**config.mk**
```make
export PLATFORM = sky130hd
export DESIGN_NAME = spirv_reflection_strip_filter_flat
export DESIGN_NICKNAME = d
export VERILOG_FILES = /design/src/rtl/srsf_pkg.sv /design/src/rtl/srsf_in_if.sv /design/src/rtl/srsf_out_if.sv /design/src/rtl/srsf_name_match.sv /design/src/rtl/srsf_head_buf.sv /design/src/rtl/srsf_framer.sv /design/src/rtl/spirv_reflection_strip_filter.sv /design/src/flat_wrapper.sv
export SDC_FILE = /design/constraint.sdc
export NUM_CORES = 1
export LEC_CHECK = 0
export ABC_AREA = 1
export BUFFER_PORTS_ARGS = -buffer_cell sky130_fd_sc_hd__clkbuf_2
export CORE_MARGIN = 2
export CORE_UTILIZATION = 45
export CTS_CLUSTER_SIZE = 20
export DETAILED_ROUTE_END_ITERATION = 10
export HOLD_SLACK_MARGIN = 0.03
export SLEW_MARGIN = 30
export SYNTH_ARGS = -nofsm -noshare
export SYNTH_HDL_FRONTEND = slang
export SYNTH_SLANG_ARGS = --single-unit
```
**constraint.sdc**
```tcl
create_clock -name clk -period 9.1 [get_ports clk]
set_clock_uncertainty 0.2 [all_clocks]
set_input_delay 0.91 -clock clk [delete_from_list [all_inputs] [get_ports clk]]
set_output_delay 0.91 -clock clk [all_outputs]
set_load 0.03 [all_outputs]
```
**src/rtl/srsf_pkg.sv**
```systemverilog
// ----------------------------------------------------------------------------
// srsf_pkg
// Shared types, opcodes and name tables of the reflection strip filter.
// ----------------------------------------------------------------------------
package srsf_pkg;

	localparam int HEADER_WORDS = 5;

	localparam logic [15:0] OP_EXTENSION              = 16'd10;
	localparam logic [15:0] OP_DECORATE_ID            = 16'd332;
	localparam logic [15:0] OP_DECORATE_STRING        = 16'd5632;
	localparam logic [15:0] OP_MEMBER_DECORATE_STRING = 16'd5633;

	localparam logic [31:0] DECO_REFL_A = 32'd5634;
	localparam logic [31:0] DECO_REFL_B = 32'd5635;
	localparam logic [31:0] DECO_REFL_C = 32'd5636;

	localparam int EXT_LEN_A = 30;
	localparam int EXT_LEN_B = 20;
	localparam logic [8*EXT_LEN_A-1:0] EXT_NAME_A = {"SPV_GOOG", "LE_hlsl_functionality1"};
	localparam logic [8*EXT_LEN_B-1:0] EXT_NAME_B = {"SPV_GOOG", "LE_user_type"};

	typedef enum logic [1:0] {
		KIND_DATA = 2'd0,
		KIND_OK   = 2'd1,
		KIND_BAD  = 2'd2
	} kind_t;

	typedef enum logic [1:0] {
		CLASS_OTHER     = 2'd0,
		CLASS_EXTENSION = 2'd1,
		CLASS_DECORATE  = 2'd2,
		CLASS_MEMBER    = 2'd3
	} class_t;

	typedef enum logic [3:0] {
		MODE_HEADER = 4'b0001,
		MODE_HOLD   = 4'b0010,
		MODE_PASS   = 4'b0100,
		MODE_DROP   = 4'b1000
	} mode_t;

	typedef enum logic [1:0] {
		DEC_NONE = 2'd0,
		DEC_KEEP = 2'd1,
		DEC_DROP = 2'd2
	} dec_t;

	typedef struct packed {
		logic  emit_word;
		logic  flush;
		logic  status_valid;
		kind_t status_kind;
	} plan_t;

	function automatic logic [7:0] name_a_byte(input logic [4:0] i);
		logic [7:0] b;
		b = 8'h00;
		if (i < 5'(EXT_LEN_A)) begin
			b = EXT_NAME_A[8*(EXT_LEN_A-1-int'(i)) +: 8];
		end
		return b;
	endfunction

	function automatic logic [7:0] name_b_byte(input logic [4:0] i);
		logic [7:0] b;
		b = 8'h00;
		if (i < 5'(EXT_LEN_B)) begin
			b = EXT_NAME_B[8*(EXT_LEN_B-1-int'(i)) +: 8];
		end
		return b;
	endfunction

	function automatic logic is_refl_deco(input logic [31:0] d);
		return (d == DECO_REFL_A) || (d == DECO_REFL_B) || (d == DECO_REFL_C);
	endfunction

endpackage

```
**src/rtl/srsf_in_if.sv**
```systemverilog
// ----------------------------------------------------------------------------
// srsf_in_if
// Word stream channel into the filter: valid/ready with word and last mark.
// ----------------------------------------------------------------------------
interface srsf_in_if;
	logic        valid;
	logic        ready;
	logic [31:0] in_word;
	logic        in_last;

	modport source (output valid, output in_word, output in_last, input ready);
	modport sink (input valid, input in_word, input in_last, output ready);
endinterface

```
**src/rtl/srsf_out_if.sv**
```systemverilog
// ----------------------------------------------------------------------------
// srsf_out_if
// Result channel out of the filter: valid/ready with word, kind and run mark.
// ----------------------------------------------------------------------------
interface srsf_out_if;
	logic        valid;
	logic        ready;
	logic [31:0] out_word;
	logic [1:0]  out_kind;
	logic        run_last;

	modport source (output valid, output out_word, output out_kind, output run_last,
		input ready);
	modport sink (input valid, input out_word, input out_kind, input run_last,
		output ready);
endinterface

```
**src/rtl/srsf_name_match.sv**
```systemverilog
// ----------------------------------------------------------------------------
// srsf_name_match
// Compares the four bytes of one extension name word against both names.
// ----------------------------------------------------------------------------
module srsf_name_match (
	input  logic [31:0]    word,
	input  logic [1:0]     flags_in,
	input  logic [4:0]     idx_in,
	output srsf_pkg::dec_t dec,
	output logic [1:0]     flags_out,
	output logic [4:0]     idx_out
);
	import srsf_pkg::*;

	logic [7:0] b;
	logic [1:0] f;
	logic [4:0] i;
	logic       done;

	always_comb begin
		dec  = DEC_NONE;
		f    = flags_in;
		i    = idx_in;
		done = 1'b0;
		b    = 8'h00;
		for (int k = 0; k < 4; k++) begin
			if (!done) begin
				b = word[8*k +: 8];
				if (b == 8'h00) begin
					dec  = ((f[0] && i == 5'(EXT_LEN_A)) || (f[1] && i == 5'(EXT_LEN_B)))
						? DEC_DROP : DEC_KEEP;
					done = 1'b1;
				end else begin
					if (name_a_byte(i) != b) begin
						f[0] = 1'b0;
					end
					if (name_b_byte(i) != b) begin
						f[1] = 1'b0;
					end
					if (f == 2'b00) begin
						dec  = DEC_KEEP;
						done = 1'b1;
					end else if (i < 5'd31) begin
						i = i + 5'd1;
					end
				end
			end
		end
		flags_out = f;
		idx_out   = i;
	end

endmodule

```
**src/rtl/srsf_head_buf.sv**
```systemverilog
// ----------------------------------------------------------------------------
// srsf_head_buf
// Holds the head words of an instruction that is still undecided.
// ----------------------------------------------------------------------------
module srsf_head_buf #(
	parameter  int HEAD_DEPTH = 9,
	localparam int IDX_W      = $clog2(HEAD_DEPTH)
) (
	input  logic             clk,
	input  logic             we,
	input  logic [IDX_W-1:0] waddr,
	input  logic [31:0]      wdata,
	input  logic [IDX_W-1:0] raddr,
	output logic [31:0]      rdata
);
	logic [31:0] words_q [HEAD_DEPTH];

	always_ff @(posedge clk) begin
		if (we) begin
			words_q[waddr] <= wdata;
		end
	end

	assign rdata = words_q[raddr];

endmodule

```
**src/rtl/srsf_framer.sv**
```systemverilog
// ----------------------------------------------------------------------------
// srsf_framer
// Header count, instruction framing and the keep/drop decision per word.
// ----------------------------------------------------------------------------
module srsf_framer #(
	parameter  int HEAD_DEPTH = 9,
	localparam int IDX_W      = $clog2(HEAD_DEPTH)
) (
	input  logic             clk,
	input  logic             arst_n,
	input  logic             take,
	input  logic [31:0]      word,
	input  logic             last,
	output srsf_pkg::plan_t  plan,
	output logic [IDX_W-1:0] flush_end,
	output logic             hb_we,
	output logic [IDX_W-1:0] hb_addr
);
	import srsf_pkg::*;

	logic [2:0]  hdr_q, hdr_n;
	logic [15:0] pos_q, pos_n, len_q, len_n;
	class_t      class_q, class_n;
	mode_t       mode_q, mode_n;
	logic [1:0]  flags_q, flags_n;
	logic [4:0]  idx_q, idx_n;
	logic        malformed_q, malformed_n;

	logic        framing, start;
	logic [15:0] pos_eff, len_eff;
	class_t      class_eff;
	mode_t       mode_eff;
	logic [1:0]  flags_eff;
	logic [4:0]  idx_eff;
	logic [16:0] pos_inc;
	dec_t        dec, nm_dec;
	logic [1:0]  nm_flags;
	logic [4:0]  nm_idx;

	assign framing = !malformed_q && (hdr_q >= 3'(HEADER_WORDS));
	assign start   = framing && (pos_q >= len_q) && (word[31:16] != 16'd0);

	always_comb begin
		pos_eff   = pos_q;
		len_eff   = len_q;
		class_eff = class_q;
		mode_eff  = mode_q;
		flags_eff = flags_q;
		idx_eff   = idx_q;
		if (start) begin
			pos_eff   = 16'd0;
			len_eff   = word[31:16];
			flags_eff = 2'b11;
			idx_eff   = 5'd0;
			priority if (word[15:0] == OP_EXTENSION) begin
				class_eff = CLASS_EXTENSION;
			end else if (word[15:0] == OP_DECORATE_ID || word[15:0] == OP_DECORATE_STRING) begin
				class_eff = CLASS_DECORATE;
			end else if (word[15:0] == OP_MEMBER_DECORATE_STRING) begin
				class_eff = CLASS_MEMBER;
			end else begin
				class_eff = CLASS_OTHER;
			end
			mode_eff = (class_eff == CLASS_OTHER) ? MODE_PASS : MODE_HOLD;
		end
	end

	srsf_name_match u_name_match (
		.word      (word),
		.flags_in  (flags_eff),
		.idx_in    (idx_eff),
		.dec       (nm_dec),
		.flags_out (nm_flags),
		.idx_out   (nm_idx)
	);

	assign pos_inc   = {1'b0, pos_eff} + 17'd1;
	assign flush_end = pos_eff[IDX_W-1:0];
	assign hb_addr   = pos_eff[IDX_W-1:0];

	always_comb begin
		hdr_n       = hdr_q;
		pos_n       = pos_q;
		len_n       = len_eff;
		class_n     = class_eff;
		mode_n      = mode_eff;
		flags_n     = flags_eff;
		idx_n       = idx_eff;
		malformed_n = malformed_q;
		plan        = '0;
		plan.status_kind = KIND_OK;
		hb_we       = 1'b0;
		dec         = DEC_NONE;
		if (malformed_q) begin
			// nothing more for this module
		end else if (hdr_q < 3'(HEADER_WORDS)) begin
			plan.emit_word = 1'b1;
			hdr_n = hdr_q + 3'd1;
			if (hdr_n >= 3'(HEADER_WORDS)) begin
				mode_n = MODE_PASS;
			end
		end else if ((pos_q >= len_q) && !start) begin
			malformed_n = 1'b1;
		end else begin
			pos_n = pos_inc[15:0];
			unique case (mode_eff)
				MODE_PASS: begin
					plan.emit_word = 1'b1;
				end
				MODE_HOLD: begin
					hb_we = (pos_eff < 16'(HEAD_DEPTH));
					if (class_eff == CLASS_DECORATE && pos_eff == 16'd2) begin
						dec = is_refl_deco(word) ? DEC_DROP : DEC_KEEP;
					end else if (class_eff == CLASS_MEMBER && pos_eff == 16'd3) begin
						dec = is_refl_deco(word) ? DEC_DROP : DEC_KEEP;
					end else if (class_eff == CLASS_EXTENSION && pos_eff >= 16'd1) begin
						dec     = nm_dec;
						flags_n = nm_flags;
						idx_n   = nm_idx;
					end
					if (dec == DEC_NONE &&
						(pos_inc >= {1'b0, len_eff} || pos_inc >= 17'(HEAD_DEPTH))) begin
						dec = DEC_KEEP;
					end
					if (dec == DEC_KEEP) begin
						plan.flush = 1'b1;
						mode_n     = MODE_PASS;
					end else if (dec == DEC_DROP) begin
						mode_n = MODE_DROP;
					end
				end
				default: begin
				end
			endcase
		end
		if (last) begin
			plan.status_valid = 1'b1;
			plan.status_kind  = (malformed_n || hdr_n < 3'(HEADER_WORDS) || pos_n < len_n)
				? KIND_BAD : KIND_OK;
			hdr_n       = 3'd0;
			pos_n       = 16'd0;
			len_n       = 16'd0;
			class_n     = CLASS_OTHER;
			mode_n      = MODE_HEADER;
			flags_n     = 2'b11;
			idx_n       = 5'd0;
			malformed_n = 1'b0;
		end
		hb_we = hb_we && take;
	end

	always_ff @(posedge clk or negedge arst_n) begin
		if (!arst_n) begin
			hdr_q       <= 3'd0;
			pos_q       <= 16'd0;
			len_q       <= 16'd0;
			class_q     <= CLASS_OTHER;
			mode_q      <= MODE_HEADER;
			flags_q     <= 2'b11;
			idx_q       <= 5'd0;
			malformed_q <= 1'b0;
		end else if (take) begin
			hdr_q       <= hdr_n;
			pos_q       <= pos_n;
			len_q       <= len_n;
			class_q     <= class_n;
			mode_q      <= mode_n;
			flags_q     <= flags_n;
			idx_q       <= idx_n;
			malformed_q <= malformed_n;
		end
	end

endmodule

```
**src/rtl/spirv_reflection_strip_filter.sv**
```systemverilog
// ----------------------------------------------------------------------------
// spirv_reflection_strip_filter
// Strips reflection extensions and decorations from a SPIR-V word stream.
// ----------------------------------------------------------------------------
// stream carries one module word per transfer, in_last on its final word.
// result carries kept words (kind data) and, after the final word, one
// status result (kind ok or malformed); run_last marks the last result
// caused by each input word. A malformed module's words are to be discarded.
// a word passes an input register and then the result register, which shows
// its first result. Header words and words of instructions already decided
// are taken at one word per cycle while result is not stalled. A word that
// decides to keep a held instruction releases up to HEAD_DEPTH held words,
// one per cycle from the head buffer while result is not stalled, and
// intake pauses for that flush; a pending status result pauses it too.
// reset clears framing state, the input valid and the result register; held words need no clear.
// when result is stalled the result register holds its value and the input
// register takes one more word only if it is empty, then stream.ready drops.
// ----------------------------------------------------------------------------
module spirv_reflection_strip_filter #(
	parameter int HEAD_DEPTH = 9
) (
	input logic        clk,
	input logic        arst_n,
	srsf_in_if.sink    stream,
	srsf_out_if.source result
);
	import srsf_pkg::*;

	localparam int IDX_W = $clog2(HEAD_DEPTH);

	logic             valid_s1;
	logic [31:0]      word_s1;
	logic             last_s1;

	logic             out_valid_q;
	logic [31:0]      out_word_q;
	kind_t            out_kind_q;
	logic             out_run_last_q;

	logic             flush_active_q;
	logic [IDX_W-1:0] flush_idx_q;
	logic [IDX_W-1:0] flush_end_q;
	logic             status_pend_q;
	kind_t            status_kind_q;

	logic             out_free, take;
	plan_t            plan;
	logic [IDX_W-1:0] flush_end;
	logic             hb_we;
	logic [IDX_W-1:0] hb_addr, hb_raddr;
	logic [31:0]      hb_rdata;

	assign out_free     = !out_valid_q || result.ready;
	assign take         = valid_s1 && !flush_active_q && !status_pend_q && out_free;
	assign stream.ready = !valid_s1 || take;
	assign hb_raddr     = flush_active_q ? flush_idx_q : '0;

	srsf_framer #(.HEAD_DEPTH(HEAD_DEPTH)) u_framer (
		.clk       (clk),
		.arst_n    (arst_n),
		.take      (take),
		.word      (word_s1),
		.last      (last_s1),
		.plan      (plan),
		.flush_end (flush_end),
		.hb_we     (hb_we),
		.hb_addr   (hb_addr)
	);

	srsf_head_buf #(.HEAD_DEPTH(HEAD_DEPTH)) u_head_buf (
		.clk   (clk),
		.we    (hb_we),
		.waddr (hb_addr),
		.wdata (word_s1),
		.raddr (hb_raddr),
		.rdata (hb_rdata)
	);

	always_ff @(posedge clk) begin
		if (stream.valid && stream.ready) begin
			word_s1 <= stream.in_word;
			last_s1 <= stream.in_last;
		end
	end

	always_ff @(posedge clk or negedge arst_n) begin
		if (!arst_n) begin
			valid_s1       <= 1'b0;
			out_valid_q    <= 1'b0;
			out_word_q     <= 32'd0;
			out_kind_q     <= KIND_DATA;
			out_run_last_q <= 1'b0;
			flush_active_q <= 1'b0;
			flush_idx_q    <= '0;
			flush_end_q    <= '0;
			status_pend_q  <= 1'b0;
			status_kind_q  <= KIND_OK;
		end else begin
			if (stream.valid && stream.ready) begin
				valid_s1 <= 1'b1;
			end else if (take) begin
				valid_s1 <= 1'b0;
			end
			if (out_free) begin
				if (flush_active_q) begin
					out_valid_q    <= 1'b1;
					out_word_q     <= hb_rdata;
					out_kind_q     <= KIND_DATA;
					out_run_last_q <= (flush_idx_q == flush_end_q) && !status_pend_q;
					flush_idx_q    <= flush_idx_q + IDX_W'(1);
					if (flush_idx_q == flush_end_q) begin
						flush_active_q <= 1'b0;
					end
				end else if (status_pend_q) begin
					out_valid_q    <= 1'b1;
					out_word_q     <= 32'd0;
					out_kind_q     <= status_kind_q;
					out_run_last_q <= 1'b1;
					status_pend_q  <= 1'b0;
				end else if (take) begin
					status_pend_q <= plan.status_valid && (plan.emit_word || plan.flush);
					status_kind_q <= plan.status_kind;
					priority if (plan.emit_word) begin
						out_valid_q    <= 1'b1;
						out_word_q     <= word_s1;
						out_kind_q     <= KIND_DATA;
						out_run_last_q <= !plan.status_valid;
					end else if (plan.flush) begin
						out_valid_q    <= 1'b1;
						out_word_q     <= (flush_end == '0) ? word_s1 : hb_rdata;
						out_kind_q     <= KIND_DATA;
						out_run_last_q <= (flush_end == '0) && !plan.status_valid;
						flush_end_q    <= flush_end;
						if (flush_end != '0) begin
							flush_active_q <= 1'b1;
							flush_idx_q    <= IDX_W'(1);
						end
					end else if (plan.status_valid) begin
						out_valid_q    <= 1'b1;
						out_word_q     <= 32'd0;
						out_kind_q     <= plan.status_kind;
						out_run_last_q <= 1'b1;
					end else begin
						out_valid_q <= 1'b0;
					end
				end else begin
					out_valid_q <= 1'b0;
				end
			end
		end
	end

	assign result.valid    = out_valid_q;
	assign result.out_word = out_word_q;
	assign result.out_kind = out_kind_q;
	assign result.run_last = out_run_last_q;

endmodule

```
**src/flat_wrapper.sv**
```systemverilog
// flat-port wrapper written by rule: the top's interface ports become plain ports
module spirv_reflection_strip_filter_flat import srsf_pkg::*;
#(
	parameter int HEAD_DEPTH = 9
)
  (clk, arst_n, stream_valid, stream_in_word, stream_in_last, stream_ready, result_valid, result_out_word, result_out_kind, result_run_last, result_ready);
  srsf_in_if stream_i ();
  srsf_out_if result_i ();
  input logic clk;
  input logic arst_n;
  input wire logic [$bits(stream_i.valid)-1:0] stream_valid;
  input wire logic [$bits(stream_i.in_word)-1:0] stream_in_word;
  input wire logic [$bits(stream_i.in_last)-1:0] stream_in_last;
  output wire logic [$bits(stream_i.ready)-1:0] stream_ready;
  output wire logic [$bits(result_i.valid)-1:0] result_valid;
  output wire logic [$bits(result_i.out_word)-1:0] result_out_word;
  output wire logic [$bits(result_i.out_kind)-1:0] result_out_kind;
  output wire logic [$bits(result_i.run_last)-1:0] result_run_last;
  input wire logic [$bits(result_i.ready)-1:0] result_ready;
  assign stream_i.valid = stream_valid;
  assign stream_i.in_word = stream_in_word;
  assign stream_i.in_last = stream_in_last;
  assign stream_ready = stream_i.ready;
  assign result_valid = result_i.valid;
  assign result_out_word = result_i.out_word;
  assign result_out_kind = result_i.out_kind;
  assign result_run_last = result_i.run_last;
  assign result_i.ready = result_ready;
  spirv_reflection_strip_filter #(.HEAD_DEPTH(HEAD_DEPTH)) u_core (.clk(clk), .arst_n(arst_n), .stream(stream_i), .result(result_i));
endmodule
```
==> summary by stage <==
Global routing
The initial antenna violation count is 2. The largest net degree at the start of global routing is between 70 and 80. The first global-routing pass estimated approximately 140 mm of wire. The number of global-route vias before repair is 23800. Global routing used between 30% and 40% of the available tracks across all layers.

The sum of overflow across all layers after global routing is 0.

Run
The number of max-cap violations is 0.

Yosys
Synthesis produced a netlist whose cell count is ~3200. The most used flip-flop cell after synthesis is edfxtp_1. The fraction of the mapped netlist area in adder cells is 4.118%. The Yosys step of the flow raised 0 warnings. The synthesized netlist devotes 29.21% of its cell area to simple gates. In the synthesized netlist the async set-or-reset flop fraction comes to 23.39%. After synthesis, the largest family of logic cells by area is simple AND/OR/NAND/NOR gates.

The xor and xnor area share after synthesis is around 1.1%. For this run, the register share of the synthesized area comes to a little under half. The distinct cell type count of the synthesized netlist is just under 60. The synthesized netlist occupies a cell area of about 26000 µm². The average instance in the mapped netlist occupies ~8.0 µm².

The register bit count reported by yosys is ~420. Measured against the total synthesized area, the mux share comes to less than 1%. The synthesized netlist net count is between 3000 and 4000. The number of enable-type register cells in the synthesized netlist is roughly 320. Summing the areas of all compound-gate instances in the mapped netlist gives 11.70% of the synthesized area.

Placement
The pre-CTS setup slack is -1.116 ns. The estimated wirelength of the detail-placed design is about 61 mm. The number of buffers inserted by port buffering is 73. The congestion estimate from routability-driven global placement came to 0.9664.

STA
The actual transition at the worst max-transition pin is just over 0.9 ns. Derived from the worst setup path, the maximum achievable clock frequency is approximately 0.099 GHz. The share of the clock period used by the worst path after layout is 110.7%. Headroom to the max-slew limit came out at 38.78%. Setup repair after global routing could not meet its margin everywhere. The final number of setup-violating endpoints is 56. The worst path in the final design needs a cycle of ~10 ns, including I/O delays and setup.

The hold violation count in the final report came to 0. The final count of pins violating max slew was 0. The worst hold-check slack is around 0.12 ns. The final worst-path setup slack is -0.9771 ns.

CTS
The TritonCTS clock tree is built. The CTS clock-pin slew for the worst setup and hold paths is ~0.06 ns. The buffer depth of the longest clock path is 3. The clock sink count is ~420. The number of H-tree branching levels is 2. The cell at the root of the clock tree is clkbuf_16. Clock latency on the worst-skew pair, taken at its later pin, is around 0.6 ns. Counting the buffers created by CTS gives 45.

Detailed routing
The detail route stage leaves a number of antenna-violating nets equal to 0. The violation count after the first detailed-routing iteration is between 2000 and 2500. The number of DRC violations after detailed routing is 0.

Dividing the detail-routed wire length by the instance count gives around 21 µm. The final wirelength is just over 90 mm. The total via count after detailed routing is ~25000. The number of search-and-repair iterations in the first detailed-routing pass is 6. The number of vias per cell is 5.714.

Critical path
The maximum cell stage delay along the critical path is a little under 0.4 ns. STA classifies the critical path endpoint as a flip-flop. Data on the critical path is required at its endpoint by about 9.4 ns. The setup check on the worst reg-to-reg path leaves a slack of -0.98 ns. Counting cells, the worst reg-to-reg path comes to 86.

The largest fanout on the critical path is 8. For the worst setup path, the data arrival time is about 10 ns. The setup path with the least slack is of type reg2reg.

On the critical path, the stage with the largest delay is an instance of dfrtp_1. The sort of element at the start of the critical path is a flip-flop.

Finish
The post-layout net count is 3699. The area of combinational cells with multiple inputs is about 13000 µm². The library cells used most frequently in the layout, excluding fill and tap cells, are nand2_1 (755), buf_4 (381), nor2_1 (374).

Leaving out fill and tap cells, the most frequent cell in the layout is nand2_1. The share of final-layout standard cells stronger than drive strength 1 is between 20% and 30%. The area overhead of the layout relative to synthesis is 28.45%. The filler cell count is 5055. The register cell area after layout is around 12000 µm².

Hold path
The worst min-delay path category is in2async.

Floorplan
The I/O pin count is 74. The starting utilization of the core area is ~45%. The initialized floorplan defines between 80 and 90 standard-cell rows. The overall die area is roughly 59000 µm². In this run the vertical extent of the chip is 242.2 µm. The area of the core is 56280 µm².

The floorplan step set the die width to between 200 and 250 µm.

Run status
The flow ran to the end, but the final reports show violations. The checks that failed: setup timing.

Power
The cell leakage power is around 14 nW. The total power density per cell area is about 370 nW/µm². The worst-case vdd ir drop is slightly below 0.0007 V.
==> flip-flops by register name, indices dropped and copies added, names as in the netlist, 2 cells and up <==
name and cells:
u_core.u_head_buf.words_q 288, u_core.result.out_word 32, u_core.word_s1 32, u_core.u_framer.len_q 16, u_core.u_framer.pos_q 16, u_core.u_framer.idx_q 5
u_core.flush_end_q 4, u_core.flush_idx_q 4, u_core.u_framer.mode_q 4, u_core.u_framer.hdr_q 3, u_core.result.out_kind 2, u_core.status_kind_q 2
u_core.u_framer.class_q 2, u_core.u_framer.flags_q 2
==> path summary, 6_finish.rpt <==
path,end,startpoint
setup / recovery,u_core.result.out_word[28],u_core.u_framer.pos_q[1]
hold / removal,u_core.u_framer.pos_q[6],arst_n
setup reg to reg,u_core.result.out_word[28],u_core.u_framer.pos_q[1]
hold reg to reg,u_core.u_framer.mode_q[1],u_core.u_framer.mode_q[1]
max in group asynchronous,u_core.result.out_word[8],arst_n
min in group clk,u_core.u_framer.mode_q[1],u_core.u_framer.mode_q[1]
==> metrics by stage <==
step / total power [mW] / cell area, µm² / util [%] / setup TNS [ns] / std cells
finish: 12.23 / 32780 / 58.25 / -49.91 / 4373
detailed placement: 9.559 / 29580 / 52.56 / -57.12 / 4200
CTS: 11.86 / 32070 / 56.98 / -33.09 / 4336
global placement: 9.509 / 29580 / 52.56 / -49.54 / 4200
floorplan: 6.829 / 26200 / - / -1.043 / 3174
global route: 12.99 / 32780 / 58.25 / -86.12 / 4371
==> per-layer routing <==
metal	part of all wire (%)	GRT usage, %
met5	0	0
met4	3.7	10.35
met3	7.0	4.675
met2	47	49.84
met1	43	41.18
==> synth_stat cells (34+ instances only) <==
cell type,n,area (µm²)
nand2_1,835,3134
dfrtp_1,94,2352
clkbuf_1,102,382.9
a21oi_1,78,390.4
nor2_1,407,1528
edfxtp_1,321,9639
nand3_1,278,1391
nand4_1,86,538.0
ha_1,84,1051
o22ai_1,34,212.7
inv_1,225,844.6
o32ai_1,62,543.0
o21ai_0,257,1286
nand2_2,36,225.2
==> what timing repair did <==
action | CTS | global route
cloned | 8 | 0
pin swaps | 96 | 88
setup endpoints to repair | 56 | 56
hold buffers | 0 | 0
setup buffers | 44 | 39
resized for setup | 144 | 127
==> layout make-up <==
class | count | share of cell area, %
Multi-Input combinational cell | 2355 | 40.84
Sequential cell | 419 | 36.90
Timing Repair Buffer | 496 | 11.83
Clock buffer | 60 | 3.733
Inverter | 261 | 3.160
Tap cell | 756 | 2.885
Clock inverter | 24 | 0.6335
Antenna cell | 2 | 0.01527
==> cell families after synthesis <==
family / after synthesis
AOI/OAI and AO/OA: 512
buffers and inverters: 405
DFF: 419
adders and majority gates: 84
xor gates and xnor gates: 28
and+or+nand+nor: 1725
muxes: 1
==> critical path, delay by kind of cell, from the launching register on <==
family / cells / cell delay [ns]
AOI/OAI and AO/OA: 3 / 0.47
xor gates and xnor gates: 2 / 0.49
adders and majority gates: 5 / 1.07
buffers and inverters: 16 / 1.91
DFF: 1 / 0.39
and+or+nand+nor: 60 / 5.38
==> report_power, final <==
group          switching (mW)  internal [mW]  total [mW]
clock                   0.786           1.01        1.80
combinational            4.86           3.10        7.96
sequential              0.168           2.31        2.48
Note: power is estimated with default switching activity, not from simulation.
